[src/design/bpa_pkg.sv]
// Shared types and codes for the bitmap page allocator.
// Beat payloads, status and strategy codes, and the scan-unit control structs.
// No dependencies.
package bpa_pkg;

    // Default map size
    localparam int DEFAULT_PAGES = 16;

    // Operation codes
    localparam logic OP_ALLOC = 1'b0;
    localparam logic OP_FREE  = 1'b1;

    // Fit strategies
    localparam logic [1:0] FIT_FIRST = 2'd0;
    localparam logic [1:0] FIT_NEXT  = 2'd1;
    localparam logic [1:0] FIT_BEST  = 2'd2;
    localparam logic [1:0] FIT_WORST = 2'd3;

    typedef enum logic [1:0] {
        ST_DONE    = 2'd0,
        ST_NOFIT   = 2'd1,
        ST_INVALID = 2'd2
    } status_t;

    // Request beat
    typedef struct packed {
        logic       operation;
        logic [4:0] page_count;
        logic [3:0] start_page;
    } req_t;

    // Response beat
    typedef struct packed {
        logic [3:0] granted_page;
        status_t    status;
    } rsp_t;

    // Sequencer to scan unit
    typedef struct packed {
        logic load;
        logic hole_mode;
        logic want_large;
    } scan_ctl_t;

    // Scan unit to sequencer
    typedef struct packed {
        logic running;
        logic found;
    } scan_stat_t;

endpackage

[src/design/bpa_scan.sv]
// Shared scan unit: walks the occupancy map one page per cycle.
// Run-length tracking for first and next fit, and hole compare for best/worst fit.
// Depends on bpa_pkg.
module bpa_scan import bpa_pkg::*;
#(
    parameter int PAGES = DEFAULT_PAGES
)
(
    input  logic                         clk,
    input  logic                         rst_n,
    input  scan_ctl_t                    ctl,
    input  logic [$clog2(PAGES+1)-1:0]   from,
    input  logic [4:0]                   count,
    input  logic [PAGES-1:0]             map,
    output scan_stat_t                   stat,
    output logic [$clog2(PAGES)-1:0]     pick
);

    localparam int AW = $clog2(PAGES);
    localparam int IW = $clog2(PAGES + 1);
    localparam int CW = (IW > 5) ? IW : 5;

    logic          run_reg,   run_next;
    logic          hole_reg,  hole_next;
    logic          large_reg, large_next;
    logic          found_reg, found_next;
    logic [IW-1:0] idx_reg,   idx_next;
    logic [IW-1:0] len_reg,   len_next;
    logic [AW-1:0] begin_reg, begin_next;
    logic [AW-1:0] pick_reg,  pick_next;
    logic [IW-1:0] plen_reg,  plen_next;

    logic          at_end;
    logic          busy_bit;
    logic [IW-1:0] len_inc;
    logic [AW-1:0] begin_cur;
    logic [CW-1:0] cnt_x;
    logic          better;

    // Current page lookup; the slot past the last page reads busy
    always_comb
    begin
        at_end    = (idx_reg >= IW'(PAGES));
        busy_bit  = at_end ? 1'b1 : map[idx_reg[AW-1:0]];
        len_inc   = len_reg + IW'(1);
        begin_cur = (len_reg == '0) ? idx_reg[AW-1:0] : begin_reg;
        cnt_x     = CW'(count);
        better    = !found_reg || (large_reg ? (len_reg > plen_reg) : (len_reg < plen_reg));
    end

    // One scan step per cycle
    always_comb
    begin
        run_next   = run_reg;
        hole_next  = hole_reg;
        large_next = large_reg;
        found_next = found_reg;
        idx_next   = idx_reg;
        len_next   = len_reg;
        begin_next = begin_reg;
        pick_next  = pick_reg;
        plen_next  = plen_reg;
        if (ctl.load)
        begin
            run_next   = 1'b1;
            hole_next  = ctl.hole_mode;
            large_next = ctl.want_large;
            found_next = 1'b0;
            idx_next   = from;
            len_next   = '0;
            plen_next  = '0;
        end
        else if (run_reg)
        begin
            idx_next = idx_reg + IW'(1);
            if (!hole_reg)
            begin
                // first fit from the load position
                if (at_end)
                begin
                    run_next = 1'b0;
                end
                else if (busy_bit)
                begin
                    len_next = '0;
                end
                else
                begin
                    begin_next = begin_cur;
                    len_next   = len_inc;
                    if (CW'(len_inc) == cnt_x)
                    begin
                        found_next = 1'b1;
                        pick_next  = begin_cur;
                        run_next   = 1'b0;
                    end
                end
            end
            else
            begin
                // hole compare at the end of each free run
                if (!busy_bit)
                begin
                    begin_next = begin_cur;
                    len_next   = len_inc;
                end
                else
                begin
                    if ((CW'(len_reg) >= cnt_x) && better)
                    begin
                        found_next = 1'b1;
                        pick_next  = begin_reg;
                        plen_next  = len_reg;
                    end
                    len_next = '0;
                    if (at_end)
                    begin
                        run_next = 1'b0;
                    end
                end
            end
        end
    end

    always_ff @(posedge clk or negedge rst_n)
    begin
        if (!rst_n)
        begin
            run_reg   <= 1'b0;
            hole_reg  <= 1'b0;
            large_reg <= 1'b0;
            found_reg <= 1'b0;
            idx_reg   <= '0;
            len_reg   <= '0;
        end
        else
        begin
            run_reg   <= run_next;
            hole_reg  <= hole_next;
            large_reg <= large_next;
            found_reg <= found_next;
            idx_reg   <= idx_next;
            len_reg   <= len_next;
        end
    end

    // Payload registers
    always_ff @(posedge clk)
    begin
        begin_reg <= begin_next;
        pick_reg  <= pick_next;
        plen_reg  <= plen_next;
    end

    assign stat.running = run_reg;
    assign stat.found   = found_reg;
    assign pick         = pick_reg;

endmodule

[src/design/bitmap_page_allocator_fit.sv]
// Contiguous page allocator over a PAGES-bit occupancy map.
// Request channel req (valid/ready) carries operation, page_count, start_page;
// response channel rsp (valid/ready) returns granted_page and status, one
// beat per request. The one config register, fit_strategy, is written by
// cfg_we/cfg_wdata and selects first, next, best or worst fit; the user
// must write it only while the block is idle; the block does not enforce it.
// One request is in flight at a time: req_ready is high only while idle.
// Free and invalid requests go to the S_DONE state, which registers the
// response once the output slot is free; the next request waits for idle.
// An allocate walks the map through one shared scan unit, one page per cycle;
// next fit may add a wrap pass from page 0. The scan unit limits the rate.
// The response sits in an output register. While the receiver stalls a new
// request may still be taken; its result and map update wait in the
// sequencer until the pending response beat goes out.
// Reset (rst_n, async, active low) frees all pages, clears the next-fit
// position and selects first fit.
// Depends on bpa_pkg and bpa_scan.
module bitmap_page_allocator_fit import bpa_pkg::*;
#(
    parameter int PAGES = DEFAULT_PAGES
)
(
    input  logic       clk,
    input  logic       rst_n,
    input  logic       req_valid,
    output logic       req_ready,
    input  req_t       req,
    output logic       rsp_valid,
    input  logic       rsp_ready,
    output rsp_t       rsp,
    input  logic       cfg_we,
    input  logic [1:0] cfg_wdata
);

    localparam int AW = $clog2(PAGES);
    localparam int IW = $clog2(PAGES + 1);
    localparam int XW = (IW > 5) ? IW : 5;
    localparam int SW = XW + 1;
    localparam int GW = (AW > 4) ? AW : 4;

    typedef enum logic [1:0] {
        S_IDLE,
        S_SCAN,
        S_DONE
    } state_t;

    typedef enum logic [1:0] {
        UPD_NONE,
        UPD_SET,
        UPD_CLR
    } upd_t;

    state_t           state_reg,  state_next;
    upd_t             upd_reg,    upd_next;
    logic             pass2_reg,  pass2_next;
    logic             nfupd_reg,  nfupd_next;
    logic [1:0]       strat_reg,  strat_next;
    logic [PAGES-1:0] map_reg,    map_next;
    logic [4:0]       nf_reg,     nf_next;
    logic             rvalid_reg, rvalid_next;
    rsp_t             rsp_reg,    rsp_next;
    status_t          stat_reg,   stat_next;
    logic [4:0]       cnt_reg,    cnt_next;
    logic [SW-1:0]    lo_reg,     lo_next;

    scan_ctl_t        scan_ctl;
    scan_stat_t       scan_stat;
    logic [IW-1:0]    scan_from;
    logic [AW-1:0]    scan_pick;

    logic             accept;
    logic             slot_free;
    logic [SW-1:0]    hi;
    logic [PAGES-1:0] mask;
    logic [SW-1:0]    req_end;
    logic             bad_alloc;
    logic             bad_free;
    logic [XW-1:0]    nf_x;
    logic [5:0]       nf_sum;
    logic [GW-1:0]    lo_g;

    assign accept    = req_valid && req_ready;
    assign slot_free = !rvalid_reg || rsp_ready;

    // Request checks
    always_comb
    begin
        req_end   = SW'(req.start_page) + SW'(req.page_count);
        bad_alloc = (req.page_count == '0) || (SW'(req.page_count) > SW'(PAGES));
        bad_free  = (req.page_count == '0) || (SW'(req.start_page) >= SW'(PAGES))
                    || (req_end > SW'(PAGES));
    end

    // Run mask over [lo, lo + count)
    always_comb
    begin
        hi = lo_reg + SW'(cnt_reg);
        for (int p = 0; p < PAGES; p++)
        begin
            mask[p] = (SW'(p) >= lo_reg) && (SW'(p) < hi);
        end
    end

    assign nf_x   = XW'(nf_reg);
    assign nf_sum = 6'(lo_reg[4:0]) + 6'(cnt_reg);
    assign lo_g   = GW'(lo_reg);

    // Sequencer
    always_comb
    begin
        state_next  = state_reg;
        upd_next    = upd_reg;
        pass2_next  = pass2_reg;
        nfupd_next  = nfupd_reg;
        strat_next  = cfg_we ? cfg_wdata : strat_reg;
        map_next    = map_reg;
        nf_next     = nf_reg;
        rvalid_next = rvalid_reg && !rsp_ready;
        rsp_next    = rsp_reg;
        stat_next   = stat_reg;
        cnt_next    = cnt_reg;
        lo_next     = lo_reg;
        scan_ctl    = '0;
        scan_from   = '0;
        case (state_reg)
            S_IDLE:
            begin
                if (accept)
                begin
                    cnt_next   = req.page_count;
                    lo_next    = SW'(req.start_page);
                    upd_next   = UPD_NONE;
                    nfupd_next = 1'b0;
                    pass2_next = 1'b0;
                    if (req.operation == OP_FREE)
                    begin
                        stat_next  = bad_free ? ST_INVALID : ST_DONE;
                        upd_next   = bad_free ? UPD_NONE : UPD_CLR;
                        state_next = S_DONE;
                    end
                    else if (bad_alloc)
                    begin
                        stat_next  = ST_INVALID;
                        state_next = S_DONE;
                    end
                    else
                    begin
                        scan_ctl.load       = 1'b1;
                        scan_ctl.hole_mode  = strat_reg[1];
                        scan_ctl.want_large = (strat_reg == FIT_WORST);
                        scan_from  = (strat_reg == FIT_NEXT) ? nf_x[IW-1:0] : '0;
                        state_next = S_SCAN;
                    end
                end
            end
            S_SCAN:
            begin
                if (!scan_stat.running)
                begin
                    if (scan_stat.found)
                    begin
                        lo_next    = SW'(scan_pick);
                        stat_next  = ST_DONE;
                        upd_next   = UPD_SET;
                        nfupd_next = (strat_reg == FIT_NEXT);
                        state_next = S_DONE;
                    end
                    else if ((strat_reg == FIT_NEXT) && !pass2_reg)
                    begin
                        // wrap pass from page 0
                        scan_ctl.load = 1'b1;
                        scan_from     = '0;
                        pass2_next    = 1'b1;
                    end
                    else
                    begin
                        stat_next  = ST_NOFIT;
                        state_next = S_DONE;
                    end
                end
            end
            S_DONE:
            begin
                if (slot_free)
                begin
                    rvalid_next     = 1'b1;
                    rsp_next.status = stat_reg;
                    rsp_next.granted_page = (upd_reg == UPD_SET) ? lo_g[3:0] : 4'd0;
                    if (upd_reg == UPD_SET)
                    begin
                        map_next = map_reg | mask;
                    end
                    else if (upd_reg == UPD_CLR)
                    begin
                        map_next = map_reg & ~mask;
                    end
                    if (nfupd_reg)
                    begin
                        nf_next = nf_sum[4:0];
                    end
                    state_next = S_IDLE;
                end
            end
            default:
            begin
                state_next = S_IDLE;
            end
        endcase
    end

    always_ff @(posedge clk or negedge rst_n)
    begin
        if (!rst_n)
        begin
            state_reg  <= S_IDLE;
            upd_reg    <= UPD_NONE;
            pass2_reg  <= 1'b0;
            nfupd_reg  <= 1'b0;
            strat_reg  <= FIT_FIRST;
            map_reg    <= '0;
            nf_reg     <= '0;
            rvalid_reg <= 1'b0;
        end
        else
        begin
            state_reg  <= state_next;
            upd_reg    <= upd_next;
            pass2_reg  <= pass2_next;
            nfupd_reg  <= nfupd_next;
            strat_reg  <= strat_next;
            map_reg    <= map_next;
            nf_reg     <= nf_next;
            rvalid_reg <= rvalid_next;
        end
    end

    // Payload registers
    always_ff @(posedge clk)
    begin
        rsp_reg  <= rsp_next;
        stat_reg <= stat_next;
        cnt_reg  <= cnt_next;
        lo_reg   <= lo_next;
    end

    bpa_scan #(
        .PAGES (PAGES)
    ) u_scan (
        .clk   (clk),
        .rst_n (rst_n),
        .ctl   (scan_ctl),
        .from  (scan_from),
        .count (cnt_reg),
        .map   (map_reg),
        .stat  (scan_stat),
        .pick  (scan_pick)
    );

    assign req_ready = (state_reg == S_IDLE);
    assign rsp_valid = rvalid_reg;
    assign rsp       = rsp_reg;

    // Scan unit is quiet whenever a request can be taken
    a_idle_quiet: assert property (@(posedge clk) disable iff (!rst_n)
        (state_reg == S_IDLE) |-> !scan_stat.running)
        else $error("scan running while idle");

    // Only a successful allocate reports a nonzero page
    a_grant_zero: assert property (@(posedge clk) disable iff (!rst_n)
        (rsp_valid && (rsp.status != ST_DONE)) |-> (rsp.granted_page == 4'd0))
        else $error("granted page set on failed request");

    // Allocated run must be entirely free before it is claimed
    a_alloc_free: assert property (@(posedge clk) disable iff (!rst_n)
        ((state_reg == S_DONE) && slot_free && (upd_reg == UPD_SET))
            |-> ((map_reg & mask) == '0))
        else $error("allocated run overlaps occupied pages");

    // A free leaves its run clear
    a_free_clear: assert property (@(posedge clk) disable iff (!rst_n)
        ((state_reg == S_DONE) && slot_free && (upd_reg == UPD_CLR))
            |=> ((map_reg & $past(mask)) == '0))
        else $error("freed run not cleared");

    // One request in flight at a time
    a_one_inflight: assert property (@(posedge clk) disable iff (!rst_n)
        accept |=> !req_ready)
        else $error("request taken while busy");

endmodule
[config.mk]
export PLATFORM = sky130hd
export DESIGN_NAME = bitmap_page_allocator_fit
export DESIGN_NICKNAME = d
export VERILOG_FILES = /design/src/design/bpa_pkg.sv /design/src/design/bpa_scan.sv /design/src/design/bitmap_page_allocator_fit.sv
export SDC_FILE = /design/constraint.sdc
export NUM_CORES = 1
export LEC_CHECK = 0
export BUFFER_PORTS_ARGS = -buffer_cell sky130_fd_sc_hd__buf_4
export CAP_MARGIN = 20
export CORE_ASPECT_RATIO = 1.75
export CORE_MARGIN = 8
export CORE_UTILIZATION = 55
export CTS_CLUSTER_DIAMETER = 80
export CTS_CLUSTER_SIZE = 28
export DETAILED_ROUTE_END_ITERATION = 8
export GPL_TIMING_DRIVEN = 1
export PLACE_DENSITY = 0.73
export SLEW_MARGIN = 20
export SYNTH_ARGS = -nofsm -noshare
export SYNTH_HDL_FRONTEND = slang
export SYNTH_SLANG_ARGS = --single-unit
[constraint.sdc]
create_clock -name clk -period 2.93 [get_ports clk]
set_input_delay 0.293 -clock clk [delete_from_list [all_inputs] [get_ports clk]]
set_output_delay 0.293 -clock clk [all_outputs]
set_load 0.1 [all_outputs]
== Word level (Yosys, flattened, before mapping) ==
Index checks and enable logic that the tools add are counted.
Operators by class
  reduce and logical (&&, ||, !) cells: 49
  bitwise gates (word level): 4
  equal/unequal tests: 23
  magnitude comparators: 39
  multiplexer cells: 88
  $add $sub $neg: 5
Operator list (count)
  $mux 5: 12
  $ge 4x6->1 const A: 8
  $lt 4x6->1 const A: 8
  $mux 2: 20
  $mux 4: 10
  $mux 16: 2
  $mux 1: 30
  $ge 3x6->1 const A: 4
  $lt 3x6->1 const A: 4
  $logic_and 1x1->1: 20
  $mux 6: 3
  $and 16x16->16: 1
  $not 16->16: 1
  $or 16x16->16: 1
  $ge 1x6->1 const A: 2
  $ge 2x6->1 const A: 2
  $lt 1x6->1 const A: 2
  $lt 2x6->1 const A: 2
  $ne 2x2->1 const B: 6
  $pmux 6 s2: 1
  $reduce_and 4->1: 3
  $add 5x1->5 const B: 2
  $logic_not 5->1: 2
  $reduce_and 5->1: 2
  other kinds (33): 60
Word-level totals
  bits in registers: 76
  output and inout port bits: 8
  logic and storage cells: 230
  bits of input ports: 17

== Depth between registers and ports, before layout ==
  depth after elaboration: 9
  depth in mapped cells: 10
  depth with buffers taken out: 9

== Hierarchy ==
From an unflattened synthesis, not the netlist that was laid out.
Unflattened totals
  cell total of the unflattened synthesis: 428
  area total of the unflattened synthesis: 4554.4 sq um
Modules (own cells, without submodules)
  bitmap_page_allocator_fit: cells each 253, times used 1, area an instance 2672.6 sq um, seq. area each 1261.2 sq um
  bpa_scan: cells each 175, times used 1, area an instance 1881.8 sq um, seq. area each 690.7 sq um

== Worst setup path after synthesis ==
OpenSTA, ideal clock, no wires.
  path type: reg2reg
  start: register state_reg[1]
  end: register u_scan.idx_reg[3]
  required time: 2.803 ns
  cell stages (with the launch flop): 11
  buffers on the path: 3
  period minus slack after synthesis: 3.183 ns
  arrival: 3.057 ns
  library setup time: 0.127 ns
  slack: -0.253 ns
  cell sequence: dfrtp_1 -> buf_2 -> nor2_1 -> nand2_1 -> inv_1 -> nand2b_1 -> clkbuf_1 -> o21a_1 -> buf_2 -> o21ai_0 -> o2bb2a_1
On the way
  cells in the longest elaborated chain, start to end: 5
  elaborated cells between the ends (all ways): 9
  classes of those cells: eq/ne (1); mux (5); reduce/logical (3)
Ends and longest elaborated chain
  from (decl): line bitmap_page_allocator_fit.sv:53  | state_t state_reg, state_next;
  from (signal assigned): line bitmap_page_allocator_fit.sv:226  | state_reg <= state_next;
  $logic_not 2->1 *: line bitmap_page_allocator_fit.sv:259  | assign req_ready = (state_reg == S_IDLE);
  via req_ready: line bitmap_page_allocator_fit.sv:26  | output logic req_ready,
  $logic_and 1x1->1: line bitmap_page_allocator_fit.sv:82  | assign accept = req_valid && req_ready;
  $mux 3 / $mux 5 (equally long branches): line bitmap_page_allocator_fit.sv:128  | if (accept)
  $pmux 1 s2 / $mux 5 (equally long branches)
  $mux 5 / $reduce_bool 2->1 (equally long branches)
  to (signal assigned): line bpa_scan.sv:142  | idx_reg <= idx_next;
  to (decl): line bpa_scan.sv:27  | logic [IW-1:0] idx_reg, idx_next;
The timed path passes the listed nets; every way through them passes the cells marked *.
A chain may end at the register's enable or synchronous reset.

==> flow_summary.yaml <==
status:
  run_status: "finished clean"
place:
  gp_congestion: 0.903
  port_buffers: 24
  place_hpwl_mm: 7.79
synthesis:
  syn_inst: 412
  synth_area_leader_cell: "dfrtp_1"
  synth-edff-count: 25
  yosysTopAreaCellShare: 0.256
  synth-seq-area-share: 0.454
  synth_area_mm2: 0.00430
  synth_warnings: 0
  syn-num-nets: 455
  synth_area_leaders: "dfrtp_1 26%, edfxtp_1 17%, mux2_2 7.6%, ha_1 7.0%, nand2_1 3.8%"
  async_flop_share: 0.595
  synthDistinctLibCells: 58
  ys.flop_type: "dfrtp_1"
  syn_avg_cell_area_um2: 10.4
  ys_seq_elements: 74
power_and_ir_drop:
  p_per_area_mw_per_mm2: 1100
  power.leakage_nw: 2.24
  p_total_mw: 5.54
  irDropWorstVdd_uv: 513
setup_path:
  crit_family: "adder cells"
  critPathMaxStageDelay_ps: 460
  required_ps: 3150
  worstSetupEndpointType: "register"
  slowest_stage: "edfxtp_1"
  arrival_ps: 3020
  regToRegSetupSlack_ps: 130
  timing.critical_path.buf_inv: 1
  crit_path_start_kind: "register"
  reg2reg_from: "lo_reg[0]"
  path_common_cell: "mux2_2"
  r2r_cells: 9
  crit_chain: "ha_1, inv_1, fa_1, nor2b_1, nor3_1, mux2_2, and3_2, a211oi_1, mux2_2"
  cp_max_fo: 8
  critPathKind: "register to register"
drt:
  drtIter0Drc: 231
  wire_per_inst_um: 19.4
  wl_met2_mm: 5.69
  via_per_inst: 6.11
  wl_met3_um: 331
  drt_pass1_iterations: 4
  drt-met1-wl_mm: 3.89
  antenna_left: 0
  vias: 3289
  dr.max_layer_used: "met4"
  route.detailed.drc: 0
  totalWireLength_mm: 10.4
timing:
  max_slew_margin: 0.588
  min_period_ps: 2800
  maxSlewViolCount: 0
  finalSetupViolCount: 0
  rsz0062_at_grt: "no"
  tightest_slew_ps: 615
  finalHoldViolations: 0
  fin_worst_skew_ps: 5.19
  fin_tns_setup_ps: 0
  fmax_ghz: 0.357
  fin_crit_sh: 0.955
global_route:
  grt_pass1_vias: 3396
  grt.total_usage: 0.190
  overflow: 0
  antenna_found_initial: 0
  grt_pass1_wl_mm: 16.7
  grt_max_degree: 45
cts:
  cts_root_buf: "clkbuf_16"
  worst_setup_hold_path_clk_slew_ps: 60
  cts_tree: "done"
  clockBufferDepth: 2
  worstSkewPairLatency_ps: 330
  cts.sinks: 74
  ctsHtreeMaxLevel: 3
  numCtsBuffers: 9
worst_hold_path:
  hold_end: "cnt_reg[2]"
  hold_path_class: "input pin to register"
  hold_start: "req[6]"
  hold_depth: 1
floorplan:
  die_area_mm2: 0.0110
  die_w_um: 82.8
  fp.coreArea_mm2: 0.00757
  ios: 25
  die_h_um: 133
  core.rowCount: 42
  initial_core_util: 0.568
run:
  drv_cap: 0
layout:
  fin_nets: 488
  layout_commonest_cell: "dfrtp_1"
  drive_gt1_frac: 0.211
  layout_common_cells: "44 x dfrtp_1, 43 x nand2_1, 38 x buf_4"
  antenna_cells: 0
  area_growth_pct: 16.6
[Yosys cell counts, types with 4 or more instances]
library cell	instances
xnor2_1	4
ha_1	24
dfxtp_1	5
or3_1	4
a22o_1	4
edfxtp_1	25
o21ai_0	17
a21o_1	6
mux2_2	29
nand2b_1	19
o211ai_1	4
o21a_1	4
nor3_1	5
xor2_1	7
nand2_1	43
nand3_1	10
a21oi_1	15
clkbuf_1	12
nor2_1	25
inv_1	25
dfrtp_1	44
a211oi_1	8
nor2b_1	6
and2_1	7
nand4_1	5
[worst max-delay path by stage]
stage,from,endpoint,slack (ps),depth (start not counted)
4_1_cts,lo_reg[0],register,70,9
6_report,lo_reg[0],register,130,9
5_1_grt,lo_reg[0],register,30,9
3_3_place_gp,lo_reg[0],register,-140,7
3_5_place_dp,lo_reg[0],register,-150,7
2_1_floorplan,rsp_valid,register,250,6
[where the power goes]
part	leakage [nW]	internal, mW	switching (mW)
clock	0.160	0.827	0.419
combinational	1.23	0.971	1.46
sequential	0.855	1.48	0.378
total	2.24	3.28	2.26
[repair_timing]
item,in CTS,in global routing
hold endpoints to repair,44,0
endpoints found under the setup margin,3,10
buffers inserted,0,3
cloned,0,0
gates resized for setup,1,10
hold buffers,1,0
pin swaps,0,1
[per-stage QoR]
stage	util	hold WS [ps]	instances	setup slack (ps)	area, um2
5_1_grt	0.663	148	538	30.9	5020
2_1_floorplan	-	-2.59	412	251	4300
3_3_place_gp	0.607	338	518	-145	4590
3_5_place_dp	0.607	335	518	-152	4590
4_1_cts	0.654	150	535	67.9	4950
6_report	0.663	157	538	131	5020
[cell type report]
type	count	area (um2)
Sequential cell	74	1950
Fill cell	602	2550
Inverter	26	97.6
Clock buffer	10	229
Tap cell	88	110
Multi-Input combinational cell	295	2230
Timing Repair Buffer	39	295
Clock inverter	6	106
[layer usage]
layer  track usage  vias up
met3        0.0356       35
met5             0        -
li1              -     1560
met2         0.348       96
met4         0.117        0
met1         0.191     1598
[cells by family after synthesis]
kind of cell	share of synthesized area
xor+xnor	0.0276
simple gates	0.163
compound gates	0.136
mux	0.0986
buf+inv	0.0416
fa+ha+maj	0.0791
flops	0.454
Power figures use the tool's default switching activity.
